File: src/design/isc_pkg.sv
// ----------------------------------------------------------------------------
// isc_pkg
// Shared types and constants for the insertion sort counter.
// ----------------------------------------------------------------------------
package isc_pkg;

    localparam int MAX_ENTRIES_DEF = 1024;

    localparam int ELEM_W   = 32;
    localparam int CMP_W    = 20;
    localparam int IDX_W    = 10;
    localparam int STORED_W = 11;
    localparam int CMD_W    = 2;
    localparam int STATUS_W = 2;

    localparam logic [CMP_W-1:0] CMP_MAX = {CMP_W{1'b1}};

    localparam logic [CMD_W-1:0] CMD_INSERT = 2'd0;
    localparam logic [CMD_W-1:0] CMD_READ   = 2'd1;
    localparam logic [CMD_W-1:0] CMD_CLEAR  = 2'd2;

    localparam logic [STATUS_W-1:0] ST_OK    = 2'd0;
    localparam logic [STATUS_W-1:0] ST_FULL  = 2'd1;
    localparam logic [STATUS_W-1:0] ST_RANGE = 2'd2;

    typedef enum logic [1:0] {
        S_IDLE,
        S_SCAN,
        S_RDWAIT,
        S_FINISH
    } state_t;

    // compare unit result
    typedef struct packed {
        logic             less;
        logic [CMP_W-1:0] total;
    } cmp_res_t;

endpackage

File: src/design/isc_cmp_unit.sv
// ----------------------------------------------------------------------------
// isc_cmp_unit
// Shared compare step: signed less-than and saturating compare count.
// ----------------------------------------------------------------------------
module isc_cmp_unit (
    input  logic signed [isc_pkg::ELEM_W-1:0] value,
    input  logic        [isc_pkg::ELEM_W-1:0] stored_elem,
    input  logic        [isc_pkg::CMP_W-1:0]  total,
    output isc_pkg::cmp_res_t                 res
);

    always_comb
    begin
        res.less  = value < $signed(stored_elem);
        // saturate at all ones
        res.total = (total == isc_pkg::CMP_MAX) ? total : total + 1'b1;
    end

endmodule

File: config.mk
export PLATFORM = sky130hd
export DESIGN_NAME = isc_cmp_unit
export DESIGN_NICKNAME = d
export VERILOG_FILES = /design/src/design/isc_pkg.sv /design/src/design/isc_cmp_unit.sv
export SDC_FILE = /design/constraint.sdc
export NUM_CORES = 1
export LEC_CHECK = 0
export BUFFER_PORTS_ARGS = -buffer_cell sky130_fd_sc_hd__buf_2
export CELL_PAD_IN_SITES_DETAIL_PLACEMENT = 1
export CELL_PAD_IN_SITES_GLOBAL_PLACEMENT = 2
export CORE_ASPECT_RATIO = 0.7
export CORE_MARGIN = 4
export CORE_UTILIZATION = 21
export DETAILED_ROUTE_END_ITERATION = 8
export PLACE_DENSITY = 0.88
export SLEW_MARGIN = 20
export SYNTH_ARGS = -nofsm -noshare
export SYNTH_HDL_FRONTEND = slang
export SYNTH_SLANG_ARGS = --single-unit
File: constraint.sdc
create_clock -name vclk -period 6.1
set_input_delay 1.22 -clock vclk [all_inputs]
set_output_delay 1.22 -clock vclk [all_outputs]
set_load 0.02 [all_outputs]
=== Word level (Yosys, flattened, before mapping) ===
Cells that the tools add are included.

* Bits in registers: 0
* Bits in latches: 0
* RAM bits: 0
* Bits in read-only memories: 0
* Bits of input ports: 84
* Output and inout bits: 21
* Logic and storage cells: 4
* Memories kept: 0

* $add $sub $neg: 1
* $mul: 0
* Div/mod/pow operators: 0
* $lt $le $gt $ge: 1
* Equal/unequal tests: 1
* Shift operators: 0
* Muxes and demuxes: 1
* Bitwise gates (word level): 0
* Reductions and logical operators: 0

{| class="wikitable"
|+ Operators with widths
! operator !! number
|-
| $lt A32 B32 Y1 || 1
|-
| $add A20 B1 Y20 const B || 1
|-
| $eq A20 B20 Y1 const B || 1
|-
| $mux W20 || 1
|}

=== Longest topological paths before layout ===
Gate-level depths: netlist of run 1.

* Depth after elaboration: 2
* Depth in mapped cells: 8
* Mapped depth without buffers: 8

=== Worst setup path before layout of run 1 ===
OpenSTA, ideal clock, no wires.

* Kind: input port to output port
* Start: input port stored_elem[22] (netlist name)
* End: output port res[20] (netlist name)
* Arrival: 2.927 ns
* Required time: 4.880 ns
* Setup slack: 1.953 ns
* Stages: 8
* Buffers on the path: 0
* Cell sequence: inv_1 -> ha_1 -> a21oi_1 -> a21boi_0 -> o21bai_1 -> a31oi_1 -> or4b_2 -> mux2i_1

{| class="wikitable"
|+ RTL lines
! item !! RTL line !! RTL
|-
| from (decl) || isc_cmp_unit.sv:7 || <nowiki>input logic [isc_pkg::ELEM_W-1:0] stored_elem,</nowiki>
|-
| to (decl) || isc_cmp_unit.sv:9 || <nowiki>output isc_pkg::cmp_res_t res</nowiki>
|}

==> results of run 1 <==
-- power by group through the flow --
stage               Clock, uW  Combinational [uW]  Sequential [uW]
finish                      0                 115                0
global route                0                 132                0
CTS                         0                 117                0
detailed placement          0                 116                0
global placement            0                 113                0
floorplan                   0                61.7                0
-- area by class of cell --
| cell class | count | area (um2) |
|---|---|---|
| tap | 75 | 93.84 |
| fill | 768 | 3921 |
| multi-input combinational | 145 | 1141 |
| inverter | 35 | 131.4 |
| timing repair buffer | 105 | 525.5 |
-- per-layer routing --
layer	up-vias	part of all wire	global-route usage
met5	-	0	0
met1	700	0.46	0.1686
met3	0	0.061	0.01044
li1	844	-	-
met2	40	0.47	0.2022
met4	0	0	0
-- cell families after synthesis --
kind of cell / Yosys count
AND/OR/NAND/NOR: 68
buffers and inverters: 36
adder cells (fa/ha/maj): 32
AO/OA/AOI/OAI: 26
XOR/XNOR: 14
multiplexers: 5
-- worst min-delay path by stage --
stage | endpoint | cells after the start
4_1_cts | res[13] | 3
6_report | res[13] | 3
5_1_grt | res[4] | 3
3_3_place_gp | res[0] | 3
3_5_place_dp | res[13] | 3
2_1_floorplan | res[0] | 1
-- cell usage after synthesis (all sizes together) (2+ instances only) --
cell | n | area, um2
inv | 35 | 131.4
ha | 32 | 400.4
nand2 | 18 | 70.07
nand4 | 13 | 87.58
nand3 | 11 | 60.06
nor2 | 10 | 40.04
a21oi | 9 | 45.04
xnor2 | 9 | 86.34
and3 | 5 | 31.28
xor2 | 5 | 43.79
mux2 | 4 | 45.04
nor3 | 4 | 25.02
o21ai | 4 | 20.02
a21o | 3 | 22.52
a31oi | 2 | 12.51
nand2b | 2 | 12.51
-- metrics by stage --
step	hold slack (ns)	utilization	instance area, um2	power, uW	cells
CTS	2.770	0.3254	1892	117.1	360
global placement	2.765	0.3254	1892	113.5	360
detailed placement	2.764	0.3254	1892	116.2	360
global route	2.783	0.3254	1892	131.5	360
floorplan	2.568	-	1277	61.66	181
finish	2.764	0.3254	1892	115.2	360
-- critical path, stage by stage --
cell and delay (ns):
sky130_fd_sc_hd__buf_2 0.10, sky130_fd_sc_hd__ha_1 0.31, sky130_fd_sc_hd__a21oi_1 0.14, sky130_fd_sc_hd__a21boi_0 0.09
sky130_fd_sc_hd__o21bai_1 0.14, sky130_fd_sc_hd__a31oi_1 0.09, sky130_fd_sc_hd__or4b_2 0.64, sky130_fd_sc_hd__mux2i_1 0.13
sky130_fd_sc_hd__buf_2 0.18
==> impl_metrics.xml, run 1 <==
<?xml version="1.0" encoding="UTF-8"?>
<metrics>
  <group name="outcome">
    <metric name="result_of_the_run" unit="">completed</metric>
  </group>
  <group name="place">
    <metric name="placement.setup.worst_slack" unit="ns">1.820</metric>
    <metric name="portBuffers" unit="">105</metric>
    <metric name="dp_hpwl" unit="um">4316</metric>
    <metric name="gpl.final_weighted_congestion" unit="">0.8006</metric>
  </group>
  <group name="floorplanning">
    <metric name="io_pins" unit="">105</metric>
    <metric name="initial_utilization" unit="">0.2198</metric>
    <metric name="die_area" unit="mm2">0.007415</metric>
    <metric name="std_cell_rows" unit="">23</metric>
    <metric name="chipHeight" unit="um">73.26</metric>
    <metric name="core_region_area" unit="mm2">0.005813</metric>
    <metric name="chipWidth" unit="um">101.2</metric>
  </group>
  <group name="setup_path">
    <metric name="setup.worst_path.class" unit="">in -&gt; out</metric>
    <metric name="worst_ep_arrival_time" unit="ns">3.05</metric>
    <metric name="critPathCapture" unit="">res[20]</metric>
    <metric name="crit_path_max_fanout" unit="">3</metric>
    <metric name="critical_path.startpoint_type" unit="">input port</metric>
    <metric name="launch_point_of_the_critical_path" unit="">value[22]</metric>
    <metric name="worst_setup_path_end_kind" unit="">output pin</metric>
    <metric name="worst_ep_required_time" unit="ns">4.88</metric>
  </group>
  <group name="grt">
    <metric name="grt_first_pass_wirelength" unit="um">7341</metric>
    <metric name="first_global_vias" unit="">1581</metric>
    <metric name="grt_usage" unit="">0.1171</metric>
    <metric name="grt_overflow" unit="">0</metric>
    <metric name="largest_net_degree_at_the_start_of_global_routing" unit="">7</metric>
    <metric name="grt_antenna_before_repair" unit="">0</metric>
  </group>
  <group name="cells_and_area">
    <metric name="final_nets" unit="">403</metric>
    <metric name="drive_above_1_share" unit="">0.4070</metric>
    <metric name="antenna_cells_inserted" unit="">0</metric>
    <metric name="ff_latch_area" unit="um2">0</metric>
    <metric name="num-clock-buffers" unit="">0</metric>
    <metric name="seq_cells" unit="">0</metric>
    <metric name="layout_commonest_cell" unit="">sky130_fd_sc_hd__buf_2</metric>
    <metric name="layout_common_cells" unit="">105 x sky130_fd_sc_hd__buf_2, 35 x sky130_fd_sc_hd__inv_1, 32 x sky130_fd_sc_hd__ha_1</metric>
    <metric name="synthToLayoutAreaGrowth" unit="%">48.09</metric>
  </group>
  <group name="timing">
    <metric name="final-setup-viol-count" unit="">0</metric>
    <metric name="setup_ws" unit="ns">1.832</metric>
    <metric name="setup_repair_after_global_routing_missed_its_margin" unit="">no</metric>
    <metric name="achievable-frequency" unit="GHz">0.2343</metric>
    <metric name="layout_min_cycle_time" unit="ns">4.268</metric>
    <metric name="setup_total_negative_slack" unit="ns">0</metric>
    <metric name="post-route-period-util" unit="">0.6997</metric>
    <metric name="max_slew_margin" unit="">0.7658</metric>
    <metric name="report.final.hold_viol_count" unit="">0</metric>
    <metric name="worst-slew-pin-transition" unit="ns">0.3493</metric>
    <metric name="maxSlewViolCount" unit="">0</metric>
  </group>
  <group name="logic_synthesis">
    <metric name="synth-seq-area-share" unit="">0</metric>
    <metric name="postSynthCellCount" unit="">181</metric>
    <metric name="synth_cell_types" unit="">38</metric>
    <metric name="synth.area.mux_share" unit="">0.04310</metric>
    <metric name="combinational_family_with_the_most_area_after_synthesis" unit="">adder cells</metric>
    <metric name="synth_area" unit="mm2">0.001277</metric>
    <metric name="mappedNetlistNets" unit="">297</metric>
    <metric name="synth-warning-count" unit="">0</metric>
    <metric name="synthAdderAreaFrac" unit="">0.3134</metric>
    <metric name="synthSimpleGateAreaFrac" unit="">0.3066</metric>
    <metric name="synth_area_per_cell" unit="um2">7.058</metric>
    <metric name="fraction_of_synthesized_cell_area_in_xor_and_xnor_cells" unit="">0.1019</metric>
    <metric name="synth-compound-area-share" unit="">0.1283</metric>
  </group>
  <group name="route">
    <metric name="final_antenna_net_count" unit="">0</metric>
    <metric name="drt-initial-drc-count" unit="">20</metric>
    <metric name="detail_route.wl_per_cell" unit="um">12.83</metric>
    <metric name="vias_after_detailed_routing" unit="">1584</metric>
    <metric name="remaining_drc_errors" unit="">0</metric>
    <metric name="detail_route.first_pass.iterations" unit="">4</metric>
    <metric name="detail_route.vias_per_cell" unit="">4.400</metric>
    <metric name="wl" unit="um">4618</metric>
  </group>
  <group name="power">
    <metric name="power_report.internal_total" unit="uW">53.84</metric>
    <metric name="power.share.combinational" unit="">1.000</metric>
    <metric name="p_per_area" unit="mW/mm2">60.90</metric>
    <metric name="net-switching-power" unit="uW">61.38</metric>
    <metric name="pwr-share-clk" unit="">0</metric>
    <metric name="sequentialPowerShare" unit="">0</metric>
    <metric name="max-vdd-ir-drop" unit="mV">0.02269</metric>
    <metric name="cellLeakagePower" unit="uW">0.001102</metric>
    <metric name="p_sw_frac" unit="">0.5327</metric>
  </group>
  <group name="clock_network">
    <metric name="ctsResizeCount" unit="">0</metric>
    <metric name="cts_setup_buffers" unit="">0</metric>
    <metric name="hold_bufs_inserted_after_cts" unit="">0</metric>
  </group>
  <group name="worst_hold_path">
    <metric name="hold_path_class" unit="">in -&gt; out</metric>
    <metric name="min_from" unit="">total[13]</metric>
  </group>
  <group name="job">
    <metric name="drv.max_cap_violation_count" unit="">0</metric>
  </group>
</metrics>
No activity file was read; power rests on OpenSTA's default activity.
==> inputs of run 2 (changes only) <==
--- a/config.mk
+++ b/config.mk
@@ -10,9 +10,9 @@
 export CELL_PAD_IN_SITES_GLOBAL_PLACEMENT = 2
 export CORE_ASPECT_RATIO = 0.7
 export CORE_MARGIN = 4
-export CORE_UTILIZATION = 21
+export CORE_UTILIZATION = 19
 export DETAILED_ROUTE_END_ITERATION = 8
-export PLACE_DENSITY = 0.88
+export PLACE_DENSITY = 0.81
 export SLEW_MARGIN = 20
 export SYNTH_ARGS = -nofsm -noshare
 export SYNTH_HDL_FRONTEND = slang
==> constraint.sdc (replaced) <==
create_clock -name vclk -period 4.3
set_input_delay 0.86 -clock vclk [all_inputs]
set_output_delay 0.86 -clock vclk [all_outputs]
set_load 0.02 [all_outputs]
==> run 2 against run 1 <==
First-iteration DRC count up 90%. Combinational power up 42%. Clock-buffer cell count unchanged. Sequential share of layout area unchanged. Power increased by 41%. Global-route usage shrank 0.94 points. Non-clock buffer count did not move. Final area grew 1.1%. Utilization down 2.5 points. Die area rose by 9.5%.
==> impl_metrics.xml, run 2 (synthesis gave the netlist of run 1 again) <==
<?xml version="1.0" encoding="UTF-8"?>
<metrics>
  <group name="timing">
    <metric name="post-route-period-util" unit="">0.8476</metric>
    <metric name="maxSlewViolCount" unit="">0</metric>
    <metric name="setup_repair_after_global_routing_missed_its_margin" unit="">no</metric>
    <metric name="max_slew_margin" unit="">0.7543</metric>
    <metric name="report.final.hold_viol_count" unit="">0</metric>
    <metric name="final-setup-viol-count" unit="">0</metric>
    <metric name="achievable-frequency" unit="GHz">0.2744</metric>
    <metric name="setup_total_negative_slack" unit="ns">0</metric>
    <metric name="worst-slew-pin-transition" unit="ns">0.3665</metric>
    <metric name="layout_min_cycle_time" unit="ns">3.645</metric>
  </group>
  <group name="floorplanning">
    <metric name="core_region_area" unit="mm2">0.006366</metric>
    <metric name="initial_utilization" unit="">0.2007</metric>
    <metric name="die_area" unit="mm2">0.008121</metric>
    <metric name="chipWidth" unit="um">106.0</metric>
    <metric name="std_cell_rows" unit="">24</metric>
    <metric name="io_pins" unit="">105</metric>
    <metric name="chipHeight" unit="um">76.61</metric>
  </group>
  <group name="cells_and_area">
    <metric name="antenna_cells_inserted" unit="">0</metric>
    <metric name="synthToLayoutAreaGrowth" unit="%">49.66</metric>
    <metric name="ff_latch_area" unit="um2">0</metric>
    <metric name="finalCoreUtilization" unit="">0.3003</metric>
    <metric name="layout_commonest_cell" unit="">sky130_fd_sc_hd__buf_2</metric>
    <metric name="drive_above_1_share" unit="">0.4070</metric>
    <metric name="layout_common_cells" unit="">105 x sky130_fd_sc_hd__buf_2, 35 x sky130_fd_sc_hd__inv_1, 32 x sky130_fd_sc_hd__ha_1</metric>
    <metric name="num-clock-buffers" unit="">0</metric>
    <metric name="seq_cells" unit="">0</metric>
    <metric name="final_nets" unit="">403</metric>
  </group>
  <group name="route">
    <metric name="drt-initial-drc-count" unit="">38</metric>
    <metric name="final_antenna_net_count" unit="">0</metric>
    <metric name="detail_route.wl_per_cell" unit="um">12.36</metric>
    <metric name="detail_route.vias_per_cell" unit="">4.285</metric>
    <metric name="wl" unit="um">4646</metric>
    <metric name="vias_after_detailed_routing" unit="">1611</metric>
    <metric name="detail_route.first_pass.iterations" unit="">4</metric>
    <metric name="remaining_drc_errors" unit="">0</metric>
  </group>
  <group name="grt">
    <metric name="grt_antenna_before_repair" unit="">0</metric>
    <metric name="largest_net_degree_at_the_start_of_global_routing" unit="">7</metric>
    <metric name="first_global_vias" unit="">1619</metric>
    <metric name="grt_usage" unit="">0.1077</metric>
    <metric name="grt_overflow" unit="">0</metric>
    <metric name="grt_first_pass_wirelength" unit="um">7514</metric>
  </group>
  <group name="setup_path">
    <metric name="worst_ep_arrival_time" unit="ns">2.78</metric>
    <metric name="setup.worst_path.class" unit="">in -&gt; out</metric>
    <metric name="critical_path.startpoint_type" unit="">input port</metric>
    <metric name="worst_setup_path_end_kind" unit="">output pin</metric>
    <metric name="crit_path_max_fanout" unit="">3</metric>
    <metric name="worst_ep_required_time" unit="ns">3.44</metric>
    <metric name="launch_point_of_the_critical_path" unit="">value[22]</metric>
  </group>
  <group name="place">
    <metric name="portBuffers" unit="">105</metric>
    <metric name="dp_hpwl" unit="um">4372</metric>
    <metric name="gpl.final_weighted_congestion" unit="">0.7791</metric>
  </group>
  <group name="clock_network">
    <metric name="cts_setup_buffers" unit="">0</metric>
    <metric name="ctsResizeCount" unit="">0</metric>
    <metric name="hold_bufs_inserted_after_cts" unit="">0</metric>
  </group>
  <group name="power">
    <metric name="max-vdd-ir-drop" unit="mV">0.03517</metric>
    <metric name="p_per_area" unit="mW/mm2">85.14</metric>
    <metric name="cellLeakagePower" unit="uW">0.001102</metric>
  </group>
  <group name="job">
    <metric name="drv.max_cap_violation_count" unit="">0</metric>
  </group>
  <group name="outcome">
    <metric name="result_of_the_run" unit="">completed</metric>
  </group>
  <group name="worst_hold_path">
    <metric name="min_from" unit="">total[4]</metric>
    <metric name="hold_path_class" unit="">in -&gt; out</metric>
  </group>
</metrics>
-- run 2: cell counts in the layout (fill, tap and decap cells not counted) --
No cell type changed its count.
-- run 2: area by class of cell --
cell class                 instances  area [um2]
fill                             861        4454
timing repair buffer             105       525.5
multi-input combinational        145        1141
tap                               91       113.9
inverter                          35       131.4
-- run 2: per-stage QoR --
stage	setup WS (ns)	instances	cell area, um2	hold slack, ns	total power, uW
floorplan	0.8733	181	1277	1.848	87.48
global placement	0.7709	376	1912	2.045	161.3
detailed placement	0.6471	376	1912	2.044	164.8
CTS	0.6407	376	1912	2.050	165.8
global route	0.5677	376	1912	2.076	184.9
finish	0.6551	376	1912	2.047	162.8
-- run 2: worst max-delay path, cell delays in order --
cell                       delay, ns
sky130_fd_sc_hd__buf_2          0.10
sky130_fd_sc_hd__ha_1           0.31
sky130_fd_sc_hd__a21oi_1        0.15
sky130_fd_sc_hd__a21boi_0       0.09
sky130_fd_sc_hd__o21bai_1       0.17
sky130_fd_sc_hd__a31oi_1        0.11
sky130_fd_sc_hd__or4b_2         0.65
sky130_fd_sc_hd__mux2i_1        0.16
sky130_fd_sc_hd__buf_2          0.19
-- run 2: final timing paths --
path,to,slack [ns],cells after the start
hold / removal,res[4],2.05,3
setup / recovery,res[20],0.66,9
-- run 2: per-layer routing --
layer / share of wire / GRT usage / routed length (um)
met5: 0 / 0 / 0
met4: 0 / 0 / 0
met3: 0.067 / 0.008467 / 309
met2: 0.49 / 0.1947 / 2282
met1: 0.44 / 0.1479 / 2053
-- run 2: report_power, final --
part,switching (uW),total (uW),internal [uW]
Sequential,0,0,0
Combinational,86.3,163,76.5
Clock,0,0,0
Total,86.3,163,76.5
